## src/hw/rtl/a2h_pkg.sv

```systemverilog
// ----------------------------------------------------------------------------
// a2h_pkg
// types, codes and lookup tables for the ascii to hid keystroke injector
// ----------------------------------------------------------------------------
`timescale 1ns / 1ps

package a2h_pkg;

  localparam int RING_DEPTH    = 16;
  localparam int EXT_KEY_COUNT = 8;

  localparam int CODE_W  = 11;
  localparam int KEY_W   = 8;
  localparam int ENTRY_W = 9;
  localparam int STAT_W  = 2;
  localparam int MOD_W   = 2;

  localparam logic [CODE_W-1:0] EXT_BASE_RESET = 11'd1000;

  // opcodes
  localparam logic OP_INJECT = 1'b0;
  localparam logic OP_TICK   = 1'b1;

  // inject status codes
  localparam logic [STAT_W-1:0] ST_QUEUED = 2'd0;
  localparam logic [STAT_W-1:0] ST_FULL   = 2'd1;
  localparam logic [STAT_W-1:0] ST_NOMAP  = 2'd2;
  localparam logic [STAT_W-1:0] ST_UNSUP  = 2'd3;

  // modifier byte values
  localparam logic [MOD_W-1:0] MOD_NONE   = 2'd0;
  localparam logic [MOD_W-1:0] MOD_LSHIFT = 2'd2;

  // key sequencer phases (the unused code behaves as idle)
  localparam logic [1:0] PH_IDLE = 2'd0;
  localparam logic [1:0] PH_DOWN = 2'd1;
  localparam logic [1:0] PH_UP   = 2'd2;

  // controller to datapath commands
  typedef struct packed {
    logic capture;
    logic execute;
  } a2h_cmd_t;

  // bit 8 shift, bits 7..0 usage code
  localparam logic [ENTRY_W-1:0] ASCII_ROM [0:127] = '{
    9'h000, 9'h000, 9'h000, 9'h000, 9'h000, 9'h000, 9'h000, 9'h000,
    9'h02A, 9'h02B, 9'h028, 9'h000, 9'h000, 9'h028, 9'h000, 9'h000,
    9'h000, 9'h000, 9'h000, 9'h000, 9'h000, 9'h000, 9'h000, 9'h000,
    9'h000, 9'h000, 9'h000, 9'h029, 9'h000, 9'h000, 9'h000, 9'h000,
    9'h02C, 9'h11E, 9'h134, 9'h120, 9'h121, 9'h122, 9'h124, 9'h034,
    9'h126, 9'h127, 9'h125, 9'h12E, 9'h036, 9'h02D, 9'h037, 9'h038,
    9'h027, 9'h01E, 9'h01F, 9'h020, 9'h021, 9'h022, 9'h023, 9'h024,
    9'h025, 9'h026, 9'h133, 9'h033, 9'h136, 9'h02E, 9'h137, 9'h138,
    9'h11F, 9'h104, 9'h105, 9'h106, 9'h107, 9'h108, 9'h109, 9'h10A,
    9'h10B, 9'h10C, 9'h10D, 9'h10E, 9'h10F, 9'h110, 9'h111, 9'h112,
    9'h113, 9'h114, 9'h115, 9'h116, 9'h117, 9'h118, 9'h119, 9'h11A,
    9'h11B, 9'h11C, 9'h11D, 9'h02F, 9'h031, 9'h030, 9'h123, 9'h12D,
    9'h035, 9'h004, 9'h005, 9'h006, 9'h007, 9'h008, 9'h009, 9'h00A,
    9'h00B, 9'h00C, 9'h00D, 9'h00E, 9'h00F, 9'h010, 9'h011, 9'h012,
    9'h013, 9'h014, 9'h015, 9'h016, 9'h017, 9'h018, 9'h019, 9'h01A,
    9'h01B, 9'h01C, 9'h01D, 9'h12F, 9'h131, 9'h130, 9'h135, 9'h04C
  };

  // up, down, right, left, home, end, page up, page down
  localparam logic [KEY_W-1:0] EXT_ROM [0:7] = '{
    8'h52, 8'h51, 8'h4F, 8'h50, 8'h4A, 8'h4D, 8'h4B, 8'h4E
  };

endpackage

```

## src/hw/rtl/a2h_if.sv

```systemverilog
// ----------------------------------------------------------------------------
// a2h interfaces
// request, result and configuration channels with valid/ready handshake
// ----------------------------------------------------------------------------
`timescale 1ns / 1ps

interface a2h_req_if;
  logic                         valid;
  logic                         ready;
  logic                         opcode;
  logic [a2h_pkg::CODE_W-1:0]   char_code;

  modport source (output valid, output opcode, output char_code, input ready);
  modport sink   (input valid, input opcode, input char_code, output ready);
endinterface

interface a2h_rsp_if;
  logic                         valid;
  logic                         ready;
  logic [a2h_pkg::STAT_W-1:0]   inject_status;
  logic                         event_valid;
  logic                         pressed;
  logic [a2h_pkg::KEY_W-1:0]    usage_code;
  logic [a2h_pkg::MOD_W-1:0]    modifiers;

  modport source (output valid, output inject_status, output event_valid,
                  output pressed, output usage_code, output modifiers,
                  input ready);
  modport sink   (input valid, input inject_status, input event_valid,
                  input pressed, input usage_code, input modifiers,
                  output ready);
endinterface

interface a2h_cfg_if;
  logic                         valid;
  logic                         ready;
  logic [a2h_pkg::CODE_W-1:0]   data;

  modport source (output valid, output data, input ready);
  modport sink   (input valid, input data, output ready);
endinterface

```

## src/hw/rtl/a2h_ram.sv

```systemverilog
// ----------------------------------------------------------------------------
// a2h_ram
// generic single write port ram with registered read
// ----------------------------------------------------------------------------
`timescale 1ns / 1ps

module a2h_ram #(
  parameter int WIDTH = 9,
  parameter int DEPTH = 16
) (
  input  logic                     clk,
  input  logic                     we,
  input  logic [$clog2(DEPTH)-1:0] waddr,
  input  logic [WIDTH-1:0]         wdata,
  input  logic                     re,
  input  logic [$clog2(DEPTH)-1:0] raddr,
  output logic [WIDTH-1:0]         rdata
);

  logic [WIDTH-1:0] mem [DEPTH];

  always_ff @(posedge clk) begin
    if (we) begin
      mem[waddr] <= wdata;
    end
    if (re) begin
      rdata <= mem[raddr];
    end
  end

endmodule

```

## src/hw/rtl/a2h_ctrl.sv

```systemverilog
// ----------------------------------------------------------------------------
// a2h_ctrl
// item sequencer: accept, execute, then hold the result beat until taken
// ----------------------------------------------------------------------------
`timescale 1ns / 1ps

module a2h_ctrl (
  input  logic              clk,
  input  logic              rst,
  input  logic              req_valid,
  output logic              req_ready,
  output logic              rsp_valid,
  input  logic              rsp_ready,
  output a2h_pkg::a2h_cmd_t cmd
);

  typedef enum logic [2:0] {
    S_IDLE = 3'b001,
    S_EXEC = 3'b010,
    S_OUT  = 3'b100
  } state_t;

  state_t state, state_next;

  always_ff @(posedge clk) begin
    if (rst) begin
      state <= S_IDLE;
    end else begin
      state <= state_next;
    end
  end

  always_comb begin
    state_next  = state;
    req_ready   = 1'b0;
    rsp_valid   = 1'b0;
    cmd.capture = 1'b0;
    cmd.execute = 1'b0;
    unique case (state)
      S_IDLE: begin
        req_ready   = 1'b1;
        cmd.capture = req_valid;
        if (req_valid) begin
          state_next = S_EXEC;
        end
      end
      S_EXEC: begin
        // ring read data lands here
        cmd.execute = 1'b1;
        state_next  = S_OUT;
      end
      S_OUT: begin
        rsp_valid = 1'b1;
        if (rsp_ready) begin
          state_next = S_IDLE;
        end
      end
      default: begin
        state_next = S_IDLE;
      end
    endcase
  end

endmodule

```

## src/hw/rtl/a2h_dpath.sv

```systemverilog
// ----------------------------------------------------------------------------
// a2h_dpath
// keycode translation, key ring, key sequencer and result registers
// ----------------------------------------------------------------------------
`timescale 1ns / 1ps

module a2h_dpath #(
  parameter int RING_DEPTH = a2h_pkg::RING_DEPTH
) (
  input  logic                        clk,
  input  logic                        rst,
  input  a2h_pkg::a2h_cmd_t           cmd,
  input  logic                        req_opcode,
  input  logic [a2h_pkg::CODE_W-1:0]  req_char_code,
  input  logic                        cfg_wr,
  input  logic [a2h_pkg::CODE_W-1:0]  cfg_data,
  output logic [a2h_pkg::STAT_W-1:0]  inject_status,
  output logic                        event_valid,
  output logic                        pressed,
  output logic [a2h_pkg::KEY_W-1:0]   usage_code,
  output logic [a2h_pkg::MOD_W-1:0]   modifiers
);

  localparam int IDX_W = $clog2(RING_DEPTH);
  localparam logic [IDX_W-1:0] IDX_LAST = IDX_W'(RING_DEPTH - 1);

  logic [a2h_pkg::CODE_W-1:0]  ext_base;
  logic [IDX_W-1:0]            write_index;
  logic [IDX_W-1:0]            read_index;
  logic [1:0]                  phase;
  logic [a2h_pkg::KEY_W-1:0]   held_keycode;
  logic                        held_shift;

  logic [a2h_pkg::STAT_W-1:0]  status_q;
  logic                        down_q;
  logic                        up_q;

  logic [IDX_W-1:0]            wr_next;
  logic [IDX_W-1:0]            rd_next;
  logic                        full;
  logic                        nonempty;
  logic                        is_ascii;
  logic [a2h_pkg::ENTRY_W-1:0] ascii_entry;
  logic [a2h_pkg::CODE_W:0]    ext_diff;
  logic                        in_ext;
  logic [a2h_pkg::ENTRY_W-1:0] entry;
  logic [a2h_pkg::STAT_W-1:0]  status;
  logic                        is_tick;
  logic                        do_push;
  logic                        do_pop;
  logic                        do_up;
  logic [a2h_pkg::ENTRY_W-1:0] ring_rdata;
  logic                        out_shift;

  always_comb begin
    wr_next  = (write_index == IDX_LAST) ? '0 : write_index + 1'b1;
    rd_next  = (read_index == IDX_LAST) ? '0 : read_index + 1'b1;
    full     = (wr_next == read_index);
    nonempty = (read_index != write_index);

    is_ascii    = (req_char_code[a2h_pkg::CODE_W-1:7] == '0);
    ascii_entry = a2h_pkg::ASCII_ROM[req_char_code[6:0]];
    ext_diff    = {1'b0, req_char_code} - {1'b0, ext_base};
    in_ext      = !ext_diff[a2h_pkg::CODE_W] &&
                  (ext_diff < (a2h_pkg::CODE_W+1)'(a2h_pkg::EXT_KEY_COUNT));
    entry       = is_ascii ? ascii_entry
                           : {1'b0, a2h_pkg::EXT_ROM[ext_diff[2:0]]};

    // full check wins over translation
    priority if (full) begin
      status = a2h_pkg::ST_FULL;
    end else if (is_ascii || in_ext) begin
      status = (entry[a2h_pkg::KEY_W-1:0] == '0) ? a2h_pkg::ST_NOMAP
                                                 : a2h_pkg::ST_QUEUED;
    end else begin
      status = a2h_pkg::ST_UNSUP;
    end

    is_tick = (req_opcode == a2h_pkg::OP_TICK);
    do_push = cmd.capture && !is_tick && (status == a2h_pkg::ST_QUEUED);
    do_up   = cmd.capture && is_tick && (phase == a2h_pkg::PH_UP);
    do_pop  = cmd.capture && is_tick && (phase != a2h_pkg::PH_DOWN) &&
              (phase != a2h_pkg::PH_UP) && nonempty;
  end

  a2h_ram #(
    .WIDTH (a2h_pkg::ENTRY_W),
    .DEPTH (RING_DEPTH)
  ) u_ring (
    .clk   (clk),
    .we    (do_push),
    .waddr (write_index),
    .wdata (entry),
    .re    (do_pop),
    .raddr (read_index),
    .rdata (ring_rdata)
  );

  always_ff @(posedge clk) begin
    if (rst) begin
      ext_base     <= a2h_pkg::EXT_BASE_RESET;
      write_index  <= '0;
      read_index   <= '0;
      phase        <= a2h_pkg::PH_IDLE;
      held_keycode <= '0;
      held_shift   <= 1'b0;
    end else begin
      if (cfg_wr) begin
        ext_base <= cfg_data;
      end
      if (do_push) begin
        write_index <= wr_next;
      end
      if (do_pop) begin
        read_index <= rd_next;
      end
      if (cmd.capture && is_tick) begin
        if (phase == a2h_pkg::PH_DOWN) begin
          phase <= a2h_pkg::PH_UP;
        end else if (do_pop) begin
          phase <= a2h_pkg::PH_DOWN;
        end else begin
          phase <= a2h_pkg::PH_IDLE;
        end
      end
      if (cmd.execute && down_q) begin
        held_keycode <= ring_rdata[a2h_pkg::KEY_W-1:0];
        held_shift   <= ring_rdata[a2h_pkg::KEY_W];
      end
    end
  end

  // per-item flags, only read in the execute cycle
  always_ff @(posedge clk) begin
    if (cmd.capture) begin
      status_q <= is_tick ? a2h_pkg::ST_QUEUED : status;
      down_q   <= do_pop;
      up_q     <= do_up;
    end
  end

  assign out_shift = down_q ? ring_rdata[a2h_pkg::KEY_W] : (up_q && held_shift);

  always_ff @(posedge clk) begin
    if (cmd.execute) begin
      inject_status <= status_q;
      event_valid   <= down_q || up_q;
      pressed       <= down_q;
      if (down_q) begin
        usage_code <= ring_rdata[a2h_pkg::KEY_W-1:0];
      end else if (up_q) begin
        usage_code <= held_keycode;
      end else begin
        usage_code <= '0;
      end
      modifiers <= out_shift ? a2h_pkg::MOD_LSHIFT : a2h_pkg::MOD_NONE;
    end
  end

endmodule

```

## src/hw/rtl/ascii_to_hid_keystroke_injector_unit.sv

```systemverilog
// a request beat is followed by the execute state, then the result beat,
// and no new request is accepted until that result beat is taken; the
// controller sequence (accept, execute, result beat) wraps the registered ring read
// reset: synchronous; pointers, key phase and held key cleared, base = 1000
// ring contents are not cleared, so the block is ready right after reset
`timescale 1ns / 1ps

// ----------------------------------------------------------------------------
// ascii_to_hid_keystroke_injector_unit
// queues translated characters and plays them out as hid key down/up events
// ----------------------------------------------------------------------------
module ascii_to_hid_keystroke_injector_unit #(
  parameter int RING_DEPTH = a2h_pkg::RING_DEPTH
) (
  input  logic       clk,
  input  logic       rst,
  a2h_req_if.sink    req,
  a2h_rsp_if.source  rsp,
  a2h_cfg_if.sink    cfg
);

  a2h_pkg::a2h_cmd_t cmd;

  // base register may be written at any time the block is idle
  assign cfg.ready = 1'b1;

  a2h_ctrl u_ctrl (
    .clk       (clk),
    .rst       (rst),
    .req_valid (req.valid),
    .req_ready (req.ready),
    .rsp_valid (rsp.valid),
    .rsp_ready (rsp.ready),
    .cmd       (cmd)
  );

  a2h_dpath #(
    .RING_DEPTH (RING_DEPTH)
  ) u_dpath (
    .clk           (clk),
    .rst           (rst),
    .cmd           (cmd),
    .req_opcode    (req.opcode),
    .req_char_code (req.char_code),
    .cfg_wr        (cfg.valid && cfg.ready),
    .cfg_data      (cfg.data),
    .inject_status (rsp.inject_status),
    .event_valid   (rsp.event_valid),
    .pressed       (rsp.pressed),
    .usage_code    (rsp.usage_code),
    .modifiers     (rsp.modifiers)
  );

endmodule

```

## src/flat_wrapper.sv

```systemverilog
// flat-port wrapper written by rule: the top's interface ports become plain ports
module ascii_to_hid_keystroke_injector_unit_flat 
#(
  parameter int RING_DEPTH = a2h_pkg::RING_DEPTH
)
  (clk, rst, req_valid, req_opcode, req_char_code, req_ready, rsp_valid, rsp_inject_status, rsp_event_valid, rsp_pressed, rsp_usage_code, rsp_modifiers, rsp_ready, cfg_valid, cfg_data, cfg_ready);
  a2h_req_if req_i ();
  a2h_rsp_if rsp_i ();
  a2h_cfg_if cfg_i ();
  input  logic clk;
  input  logic rst;
  input wire logic [$bits(req_i.valid)-1:0] req_valid;
  input wire logic [$bits(req_i.opcode)-1:0] req_opcode;
  input wire logic [$bits(req_i.char_code)-1:0] req_char_code;
  output wire logic [$bits(req_i.ready)-1:0] req_ready;
  output wire logic [$bits(rsp_i.valid)-1:0] rsp_valid;
  output wire logic [$bits(rsp_i.inject_status)-1:0] rsp_inject_status;
  output wire logic [$bits(rsp_i.event_valid)-1:0] rsp_event_valid;
  output wire logic [$bits(rsp_i.pressed)-1:0] rsp_pressed;
  output wire logic [$bits(rsp_i.usage_code)-1:0] rsp_usage_code;
  output wire logic [$bits(rsp_i.modifiers)-1:0] rsp_modifiers;
  input wire logic [$bits(rsp_i.ready)-1:0] rsp_ready;
  input wire logic [$bits(cfg_i.valid)-1:0] cfg_valid;
  input wire logic [$bits(cfg_i.data)-1:0] cfg_data;
  output wire logic [$bits(cfg_i.ready)-1:0] cfg_ready;
  assign req_i.valid = req_valid;
  assign req_i.opcode = req_opcode;
  assign req_i.char_code = req_char_code;
  assign req_ready = req_i.ready;
  assign rsp_valid = rsp_i.valid;
  assign rsp_inject_status = rsp_i.inject_status;
  assign rsp_event_valid = rsp_i.event_valid;
  assign rsp_pressed = rsp_i.pressed;
  assign rsp_usage_code = rsp_i.usage_code;
  assign rsp_modifiers = rsp_i.modifiers;
  assign rsp_i.ready = rsp_ready;
  assign cfg_i.valid = cfg_valid;
  assign cfg_i.data = cfg_data;
  assign cfg_ready = cfg_i.ready;
  ascii_to_hid_keystroke_injector_unit #(.RING_DEPTH(RING_DEPTH)) u_core (.clk(clk), .rst(rst), .req(req_i), .rsp(rsp_i), .cfg(cfg_i));
endmodule
```

## config.mk

```make
export PLATFORM = sky130hd
export DESIGN_NAME = ascii_to_hid_keystroke_injector_unit_flat
export DESIGN_NICKNAME = d
export VERILOG_FILES = /design/src/hw/rtl/a2h_pkg.sv /design/src/hw/rtl/a2h_if.sv /design/src/hw/rtl/a2h_ram.sv /design/src/hw/rtl/a2h_ctrl.sv /design/src/hw/rtl/a2h_dpath.sv /design/src/hw/rtl/ascii_to_hid_keystroke_injector_unit.sv /design/src/flat_wrapper.sv
export SDC_FILE = /design/constraint.sdc
export NUM_CORES = 1
export LEC_CHECK = 0
export ABC_AREA = 1
export BUFFER_PORTS_ARGS = -buffer_cell sky130_fd_sc_hd__buf_2
export CORE_MARGIN = 4
export CORE_UTILIZATION = 45
export DETAILED_ROUTE_END_ITERATION = 10
export GPL_TIMING_DRIVEN = 0
export SYNTH_ARGS = -nofsm -noshare
export SYNTH_HDL_FRONTEND = slang
export SYNTH_HIERARCHICAL = 1
export SYNTH_SLANG_ARGS = --single-unit
```

## constraint.sdc

```tcl
create_clock -name clk -period 4.5 [get_ports clk]
set_input_delay 0.675 -clock clk [delete_from_list [all_inputs] [get_ports clk]]
set_output_delay 0.675 -clock clk [all_outputs]
set_load 0.005 [all_outputs]
```

==> results.py, run 1 <==
metrics = {
    "worst_setup_path": {
        "cp.required_ns": 4.62,
        "worstPathMaxFanout": 9,
        "worstRegToRegCells": 14,
        "endpoint_kind": "flip-flop",
        "startpoint_type": "input port",
        "critical_path_class": "in -> reg",
        "cp.arrival_ns": 3.99,
        "reg2reg_slack_ns": 0.87,
    },
    "sta": {
        "skew_ns": 0.0128,
        "rsz0062_at_grt": "false",
        "setup_slack_ns": 0.633,
        "setup_violations": 0,
        "fmax_mhz": 259,
        "max-slew-margin-rel_pct": 33.5,
        "timing.final.crit_share_pct": 85.9,
        "hold_viol": 0,
        "min_period_ns": 3.87,
        "slew_violations": 0,
        "tightest_slew_ns": 0.994,
    },
    "logic_synthesis": {
        "synth_area_um2": 10300,
        "synth_compound_area_share_pct": 3.99,
        "synth_area_leader_cell": "edfxtp_1",
        "synth_xor_area_share_pct": 1.02,
        "synthMuxAreaShare_pct": 0,
        "synthTopCellsByCount": "nand2_1, inv_1, edfxtp_1, nand3_1, nor2_1",
        "ys_ff_latch": 203,
        "synthTopCellsByArea": "edfxtp_1, nand2_1, nand3_1",
        "synth_edf_count": 170,
        "synth_top_cell_area_share_pct": 49.4,
        "ys_warn_count": 6,
        "yosysSeqAreaShare_pct": 55.7,
        "avgSynthCellArea_um2": 8.64,
        "yosys.area_share.simple_pct": 25.4,
        "syn_inst": 1197,
        "synth_top_family_by_area": "simple AND/OR/NAND/NOR gates",
        "ys_types": 34,
        "synth-main-ff-cell": "edfxtp_1",
        "ys_async_sr_fraction_pct": 0,
        "synth_fa_ha_area_share_pct": 3.58,
        "synth_most_common_cell": "nand2_1",
    },
    "global_route": {
        "track_usage_pct": 19.5,
        "grt_start_max_net_pins": 17,
        "grt_pass1_vias": 7209,
        "grt-ovfl-total": 0,
        "antenna_found_initial": 0,
        "grt_pass1_wl_mm": 39.7,
    },
    "clocking": {
        "cts_htree_levels": 1,
        "clock_latency_ns": 0.51,
        "cts_made_buffers": 23,
        "cts_root_buf": "clkbuf_16",
        "cts-resized-gates": 0,
        "cts_sinks": 203,
        "clkTransAtPathRegs_ns": 0.06,
        "cts_setup_buffers": 0,
        "clockBufferDepth": 3,
        "holdBufCountCts": 0,
        "cts_tree": "built",
    },
    "cells_and_area": {
        "area_delta_synth_final_pct": 13.7,
        "drive_above_1_share_pct": 10.2,
        "nets": 1340,
        "fin_area_um2": 11800,
        "insertedDiodeCount": 0,
        "final_cells": 1584,
    },
    "placed_design": {
        "dp.cells": 1542,
        "gp_congestion": 0.893,
        "post-place-ws_ns": 0.0912,
        "numPortBuffers": 42,
        "place_hpwl_mm": 17.8,
        "dpl_cell_area_um2": 11000,
    },
    "drt": {
        "initialDrtViolationCount": 686,
        "drc": 0,
        "vias": 7859,
        "wire_per_inst_um": 15.9,
        "routed_wirelength_mm": 25.2,
        "first_pass_iters": 5,
        "final_antenna_net_count": 0,
        "viasPerCell": 4.96,
    },
    "power_and_ir_drop": {
        "powerDensity_nw_per_um2": 370,
        "peakVddDrop_v": 0.000210,
        "leakage_nw": 5.38,
        "total_power_mw": 4.35,
    },
    "floorplanning": {
        "io_pins": 45,
        "dieWidth_um": 160,
        "die_area_um2": 25500,
        "die_h_um": 160,
        "rows": 55,
        "start_util_pct": 45.7,
        "core-area_um2": 22600,
    },
    "status": {
        "outcome": "complete, no violations",
    },
    "hold_path": {
        "hold_class": "in -> reg",
        "hold_depth": 2,
    },
    "run": {
        "cap_violations": 0,
    },
}
-- through the flow --
stage	hold slack [ns]	util (%)	TNS (ns)
finish	0.382	52.0	0
global route	0.395	52.0	0
CTS	0.364	51.9	0
detailed placement	0.406	48.6	0
global placement	0.407	48.5	-112.64
floorplan	0.400	-	0
-- state kept, by name, summed over array words and instances (netlist names) --
name / count
u_core/u_ctrl/state: 3
u_core/u_dpath/down_q: 1
u_core/u_dpath/event_valid: 1
u_core/u_dpath/ext_base: 11
u_core/u_dpath/held_keycode: 8
u_core/u_dpath/held_shift: 1
u_core/u_dpath/inject_status: 2
u_core/u_dpath/modifiers: 1
u_core/u_dpath/phase: 2
u_core/u_dpath/pressed: 1
u_core/u_dpath/read_index: 4
u_core/u_dpath/status_q: 2
u_core/u_dpath/u_ring/mem: 144
u_core/u_dpath/u_ring/rdata: 9
u_core/u_dpath/up_q: 1
u_core/u_dpath/usage_code: 8
u_core/u_dpath/write_index: 4
-- per-layer routing --
metal  share of wire (%)  global-route usage (%)  vias to the layer above  wire length [um]
met5                   0                       0                        -                 0
met4                 1.6                    4.18                        0               406
met3                 6.2                    2.35                       32              1560
met2                  47                    31.9                      231             11700
met1                  46                    28.3                     3592             11500
li1                    -                       -                     4004                 -
-- area by class of cell --
type / instances / area, um2
fillers: 2127 / 10900
flip-flops and latches: 203 / 5770
multi-input cells: 768 / 3590
inverters: 201 / 764
clock buffers: 26 / 597
well taps: 285 / 357
plain buffers: 41 / 288
repair buffers: 45 / 244
clock inverters: 15 / 158
-- cell usage in the layout (no fill, tap or decap), types with 23 or more instances in the layout --
cell type	synthesis	final
a21oi_1	33	33
nand3_1	164	164
ha_1	28	28
inv_1	189	189
nand2_1	347	347
clkbuf_16	0	23
nor2_1	99	99
dfxtp_1	33	33
edfxtp_1	170	170
o21ai_0	34	33
buf_2	11	53
-- report_power, final --
part           switching (mW)  internal, mW  leakage, nW
clock                   0.724          1.12        0.374
sequential            0.00911          2.10         1.78
combinational           0.282         0.115         3.22
total                    1.02          3.34         5.38
-- path summary, 6_finish.rpt --
| kind | end | startpoint |
|---|---|---|
| min reg2reg | u_core/u_dpath/inject_status[1] | u_core/u_dpath/status_q[1] |
| min | u_core/u_ctrl/state[1] | rst |
| max reg2reg | u_core/u_dpath/u_ring/mem[11][2] | u_core/u_dpath/ext_base[0] |
| max | u_core/u_dpath/u_ring/mem[11][2] | req_char_code[0] |
-- critical path, cell delays in order --
cell and delay (ns):
buf_2 0.16, inv_1 0.20, ha_1 0.18, inv_1 0.08
fa_1 0.45, xnor2_1 0.37, nand2_1 0.12, nor2_1 0.14
a21oi_1 0.07, nand3_1 0.09, nor2_1 0.08, nor2_1 0.12
nand2_2 0.13, inv_1 0.16, nand3b_1 0.17, nor2_1 0.80
-- logic make-up after synthesis --
kind of cell	count (synthesis)
other	2
adder cells (fa/ha/maj)	29
buffers and inverters	242
XOR/XNOR	12
AO/OA/AOI/OAI	78
AND/OR/NAND/NOR	631
flip-flops	203
No activity file was read; power rests on OpenSTA's default activity.
==> inputs of run 2 (changes only) <==
SYNTH_HIERARCHICAL = default   (was 1)
==> run 2 against run 1 <==
Count of clock-buffer cells in the layout is 8 lower. Wire length shrank 11%. Die area shrank 11%. Synthesized cell count down 22%. Clock power is 22% lower. Sequential power is 9% lower. Non-clock buffer count up 2. Worst hold slack gained 0.037 ns. Setup slack lost 0.32 ns. Register-to-register slack got worse by 0.17 ns. Sequential cell count shrank 19. Maximum frequency down 7.7%. Critical endpoint is now u_core.u_dpath.u_ring.mem[15][3]. Largest power group unchanged.
==> results.py, run 2 <==
metrics = {
    "clocking": {
        "cts_tree": "built",
        "clock_latency_ns": 0.43,
        "clockBufferDepth": 2,
        "holdBufCountCts": 0,
        "clkTransAtPathRegs_ns": 0.07,
        "cts_setup_buffers": 0,
        "cts_made_buffers": 17,
        "cts_root_buf": "clkbuf_16",
        "cts_sinks": 184,
        "cts_htree_levels": 4,
    },
    "cells_and_area": {
        "layout_common_cells": "nand2_1, edfxtp_1, nor2_1",
        "top_regs": "u_core.u_dpath.u_ring.mem (128), u_core.u_dpath.ext_base (11), u_core.u_dpath.u_ring.rdata (8)",
        "fin_area_um2": 10300,
        "fillerInstances": 1840,
        "area_delta_synth_final_pct": 12.8,
        "final_common_cell": "nand2_1",
        "final_cells": 1276,
        "nets": 1058,
        "insertedDiodeCount": 0,
        "drive_above_1_share_pct": 13.6,
        "largest_register": "u_core.u_dpath.u_ring.mem",
        "largest_reg_flops": 128,
    },
    "drt": {
        "wire_per_inst_um": 17.6,
        "initialDrtViolationCount": 641,
        "first_pass_iters": 5,
        "final_antenna_net_count": 0,
        "routed_wirelength_mm": 22.5,
        "vias": 6839,
        "drc": 0,
        "viasPerCell": 5.36,
    },
    "worst_setup_path": {
        "worstRegToRegCells": 12,
        "path_cells": "buf_2, inv_1, ha_1, inv_1, fa_1, inv_1, ha_1, or2_2, nand2_1, nor2_1, nand3_2, nand2_4, nor3_1, buf_4",
        "timing.rr.start": "u_core.u_dpath.ext_base[0]",
        "critical_path_class": "in -> reg",
        "crit_path_frequent_cell": "inv_1",
        "slowest_stage": "nor3_1",
        "reg2reg_slack_ns": 0.70,
        "worstPathMaxFanout": 17,
        "cp-endpoint": "u_core.u_dpath.u_ring.mem[15][3]",
        "cp.required_ns": 4.63,
        "startpoint_type": "input port",
        "cp.arrival_ns": 4.32,
        "endpoint_kind": "flip-flop",
        "crit_start": "req_char_code[0]",
        "slowest_delay_ns": 0.58,
        "r2r_end": "u_core.u_dpath.u_ring.mem[15][3]",
    },
    "logic_synthesis": {
        "synth_most_common_cell": "nand2_1",
        "ys_async_sr_fraction_pct": 0,
        "synth_xor_area_share_pct": 1.25,
        "syn_inst": 936,
        "synth_top_family_by_area": "simple AND/OR/NAND/NOR gates",
        "synth_area_leader_cell": "edfxtp_1",
        "synth_compound_area_share_pct": 10.2,
        "avgSynthCellArea_um2": 9.74,
        "ys_ff_latch": 184,
        "synthTopCellsByCount": "nand2_1, edfxtp_1, nor2_1, nand3_1, inv_1",
        "synth-main-ff-cell": "edfxtp_1",
        "synth_edf_count": 152,
        "yosys.area_share.simple_pct": 19.5,
        "ys_types": 44,
        "ys_warn_count": 0,
        "synth_top_cell_area_share_pct": 50.0,
        "yosysSeqAreaShare_pct": 57.1,
        "synthTopCellsByArea": "edfxtp_1, nand2_1, dfxtp_1",
        "synth_area_um2": 9120,
        "synthMuxAreaShare_pct": 1.65,
        "synth_fa_ha_area_share_pct": 4.47,
    },
    "floorplanning": {
        "core-area_um2": 19700,
        "die_h_um": 150,
        "rows": 51,
        "start_util_pct": 46.3,
        "io_pins": 45,
        "dieWidth_um": 150,
        "die_area_um2": 22600,
    },
    "global_route": {
        "antenna_found_initial": 0,
        "track_usage_pct": 20.7,
        "grt-ovfl-total": 0,
        "grt_pass1_wl_mm": 35.7,
        "grt_start_max_net_pins": 22,
        "grt_pass1_vias": 6589,
    },
    "placed_design": {
        "dp.cells": 1244,
        "dpl_cell_area_um2": 9670,
        "numPortBuffers": 41,
        "gp_congestion": 0.910,
        "place_hpwl_mm": 15.9,
    },
    "power_and_ir_drop": {
        "internal_power_mw": 2.82,
        "peakVddDrop_v": 0.000318,
        "switching_share_pct": 25.0,
        "p_sw_uw": 936,
        "p_clk_share_pct": 38.4,
        "total_power_mw": 3.75,
        "p_comb_share_pct": 10.7,
        "powerDensity_nw_per_um2": 365,
        "p_seq_share_pct": 50.9,
        "leakage_nw": 3.94,
    },
    "sta": {
        "slew_violations": 0,
        "skew_ns": 0.0114,
        "max-slew-margin-rel_pct": 13.7,
        "min_period_ns": 4.19,
        "fmax_mhz": 239,
        "rsz0062_at_grt": "false",
        "timing.final.crit_share_pct": 93.1,
        "hold_viol": 0,
        "setup_violations": 0,
        "tightest_slew_ns": 1.29,
    },
    "run": {
        "cap_violations": 0,
    },
    "hold_path": {
        "hold_class": "reg -> reg",
    },
    "status": {
        "outcome": "complete, no violations",
    },
}
==> run 2: cell types whose count changed after synthesis, moves of 5 or more <==
cell	delta
edfxtp_1	-18
buf_4	-9
inv_1	-120
o21ai_1	+7
mux2i_1	+15
o21ai_0	+24
clkbuf_1	+21
o32ai_1	+17
nand3_1	-92
nor2_1	+34
nand2_1	-174
buf_2	-5
o221ai_1	+15
==> run 2: worst min-delay path by stage <==
stage / start / endpoint / slack (ns) / depth (start not counted)
2_1_floorplan: u_core.u_dpath.status_q[0] / u_core.u_dpath.inject_status[0] / 0.40 / 0
3_3_place_gp: u_core.u_dpath.status_q[0] / u_core.u_dpath.inject_status[0] / 0.41 / 0
3_5_place_dp: u_core.u_dpath.status_q[0] / u_core.u_dpath.inject_status[0] / 0.40 / 0
4_1_cts: u_core.u_dpath.status_q[0] / u_core.u_dpath.inject_status[0] / 0.42 / 0
5_1_grt: u_core.u_dpath.status_q[1] / u_core.u_dpath.inject_status[1] / 0.44 / 0
6_report: u_core.u_dpath.status_q[0] / u_core.u_dpath.inject_status[0] / 0.42 / 0
==> run 2: cell type report <==
class | count | area, um2 | share of cell area, %
sequential | 184 | 5200 | 50.6
multi-input combinational | 630 | 3430 | 33.3
clock buffer | 18 | 450 | 4.38
tap | 265 | 332 | 3.22
inverter | 77 | 289 | 2.81
buffer | 46 | 244 | 2.37
timing repair buffer | 42 | 213 | 2.07
clock inverter | 14 | 123 | 1.19
==> run 2: metal layers <==
metal | wire length [um] | GRT usage, %
met5 | 0 | 0
met1 | 10900 | 30.7
met2 | 10200 | 31.7
met4 | 207 | 4.71
met3 | 1240 | 3.91
==> run 2: logic make-up after synthesis <==
logic type | after synthesis
fa+ha+maj | 32
simple gates | 414
other cells | 2
xor+xnor | 13
mux | 15
buf+inv | 123
flops | 184
compound gates | 153
==> run 2: what timing repair did <==
| action | 4_1_cts | 5_1_grt |
|---|---|---|
| resized for setup | 0 | 16 |
| endpoints found under the setup margin | 0 | 125 |
| hold endpoints to repair | 0 | 0 |
==> run 2: per-stage QoR <==
step	hold WS [ns]	setup slack (ns)	util [%]	TNS, ns
3_5_place_dp	0.405	-0.322	49.1	-29.26
6_report	0.418	0.309	52.2	0
5_1_grt	0.444	0.000311	52.2	0
2_1_floorplan	0.400	0.780	-	0
3_3_place_gp	0.405	-0.455	49.0	-28.71
4_1_cts	0.421	0.133	52.0	0
==> run 2: power groups by stage <==
stage          logic, mW  clock network [mW]  registers (mW)
2_1_floorplan      0.263                   0            1.94
6_report           0.402                1.44            1.91
3_3_place_gp       0.399                   0            1.95
5_1_grt            0.455                1.52            1.91
4_1_cts            0.401                1.45            1.91
3_5_place_dp       0.400                   0            1.95
==> run 2: worst max-delay path, delay by kind of cell <==
family,cells,cell delay [ns]
buf+inv,5,0.84
fa+ha+maj,3,1.05
simple gates,6,1.76
==> inputs of run 3 (changes only) <==
CORE_MARGIN = default   (was 4)
CORE_UTILIZATION = 35   (was 45)
==> run 3 against run 2 <==
Critical path depth rose by 1. Sequential power is essentially flat. Count of clock-buffer cells in the layout down 1. Worst hold slack lost 0.012 ns. Clock skew grew 0.0098 ns. Die area is 18% higher. Sequential cell count unchanged. Cell count grew 5.1%. Non-clock buffer count unchanged. First-iteration DRC count fell by 20%. Wire length shrank 1.3%. Via count is 0.47% lower. Highest routed layer unchanged.
==> results.py, run 3 (same netlist as run 2, synthesis figures left out) <==
metrics = {
    "power_and_ir_drop": {
        "peakVddDrop_v": 0.000210,
        "leakage_nw": 3.98,
        "powerDensity_nw_per_um2": 375,
        "total_power_mw": 3.91,
    },
    "clocking": {
        "cts_sinks": 184,
        "clockBufferDepth": 2,
        "clock_latency_ns": 0.45,
        "cts_root_buf": "clkbuf_16",
        "clkTransAtPathRegs_ns": 0.08,
        "cts_htree_levels": 4,
        "cts_made_buffers": 17,
        "cts_tree": "built",
        "holdBufCountCts": 0,
    },
    "placed_design": {
        "place_hpwl_mm": 15.4,
        "post-place-ws_ns": -0.513,
        "dpl_cell_area_um2": 9750,
        "numPortBuffers": 41,
        "gp_congestion": 0.881,
    },
    "status": {
        "outcome": "complete, no violations",
    },
    "global_route": {
        "antenna_found_initial": 0,
        "track_usage_pct": 17.6,
        "grt_pass1_wl_mm": 35.7,
        "grt-ovfl-total": 0,
        "grt_pass1_vias": 6607,
        "grt_start_max_net_pins": 24,
    },
    "floorplanning": {
        "rows": 58,
        "die_area_um2": 26700,
        "core-area_um2": 25400,
        "dieWidth_um": 163,
        "io_pins": 45,
        "start_util_pct": 35.9,
        "die_h_um": 163,
    },
    "cells_and_area": {
        "insertedDiodeCount": 0,
        "final_common_cell": "nand2_1",
        "largest_register": "u_core.u_dpath.u_ring.mem",
        "drive_above_1_share_pct": 13.0,
        "largest_reg_flops": 128,
        "nets": 1058,
        "area_delta_synth_final_pct": 14.3,
        "fin_area_um2": 10400,
        "layout_common_cells": "nand2_1, edfxtp_1, nor2_1",
        "top_regs": "u_core.u_dpath.u_ring.mem (128), u_core.u_dpath.ext_base (11), u_core.u_dpath.u_ring.rdata (8)",
    },
    "sta": {
        "skew_ns": 0.0212,
        "setup_violations": 0,
        "min_period_ns": 4.25,
        "fmax_mhz": 235,
        "tightest_slew_ns": 1.04,
        "hold_viol": 0,
        "slew_violations": 0,
        "timing.final.crit_share_pct": 94.5,
        "setup_slack_ns": 0.249,
        "rsz0062_at_grt": "false",
        "worst_hold_slack_ns": 0.407,
        "max-slew-margin-rel_pct": 30.8,
    },
    "drt": {
        "initialDrtViolationCount": 513,
        "first_pass_iters": 7,
        "final_antenna_net_count": 0,
        "vias": 6807,
        "dr_wl_met3_mm": 1.14,
        "routed.top_layer": "met4",
        "drc": 0,
        "met1_length_mm": 10.1,
        "viasPerCell": 5.08,
        "routed_wirelength_mm": 22.2,
        "wire_per_inst_um": 16.6,
        "wl_met2_mm": 10.4,
    },
    "hold_path": {
        "hold_start": "u_core.u_dpath.status_q[1]",
        "hold_class": "reg -> reg",
    },
    "worst_setup_path": {
        "worstPathMaxFanout": 17,
        "endpoint_kind": "flip-flop",
        "crit_start": "req_char_code[0]",
        "timing.rr.start": "u_core.u_dpath.ext_base[0]",
        "cp.required_ns": 4.57,
        "critical_path_class": "in -> reg",
        "cp.arrival_ns": 4.32,
        "startpoint_type": "input port",
    },
    "run": {
        "cap_violations": 0,
    },
}
-- run 3: cell types whose count changed in the layout (fill, tap and decap cells not counted), sizes merged --
| cell | change |
|---|---|
| clkinvlp | -5 |
| bufinv | -1 |
| inv | +7 |
| clkbuf | -1 |
-- run 3: final timing paths --
| check | endpoint | slack (ns) | cells past startpoint |
|---|---|---|---|
| worst max register to register | u_core.u_dpath.u_ring.mem[8][0] | 0.56 | 13 |
| worst max-delay path | u_core.u_dpath.u_ring.mem[8][0] | 0.25 | 15 |
| worst min-delay path | u_core.u_dpath.inject_status[1] | 0.41 | 0 |
| worst min register to register | u_core.u_dpath.inject_status[1] | 0.41 | 0 |
-- run 3: worst max-delay path: stages --
cell	delay (ns)
buf_2	0.13
inv_1	0.26
ha_1	0.24
inv_1	0.09
fa_1	0.46
xnor2_1	0.22
a21oi_1	0.25
o21ai_1	0.11
nand2_1	0.58
nor2_1	0.12
nand3_2	0.15
nand2_4	0.10
nor2_8	0.17
nand2_2	0.15
nor2_1	0.61
-- run 3: what timing repair did --
item,in CTS,in global routing
endpoints found under the setup margin,24,34
gates resized for setup,1,6
setup buffers,0,0
-- run 3: final cells by class --
type                            instances  area, um2
Buffer                                 46        244
Inverter                               77        289
Fill cell                            2500      15000
Timing Repair Buffer                   42        213
Clock inverter                         15        225
Multi-Input combinational cell        630       3410
Tap cell                              330        413
Sequential cell                       184       5200
Clock buffer                           17        425
-- run 3: report_power, final --
part	internal, mW	switching (mW)	total (mW)	leakage [nW]
sequential	1.90	0.00575	1.91	1.66
clock	0.789	0.819	1.61	0.312
combinational	0.116	0.278	0.395	2.01
-- run 3: stage by stage --
step	std cells	setup TNS (ns)	utilization, %
final	1341	0	41.0
after global routing	1341	0	41.0
after CTS	1340	0	41.0
after detailed placement	1308	-49.22	38.4
after global placement	1308	-45.10	38.4
after floorplan	937	0	-
-- run 3: layer usage --
metal	up-vias	GRT usage, %
met5	-	0
met4	0	6.97
met3	31	2.79
met2	207	28.2
met1	3208	23.6
li1	3361	-
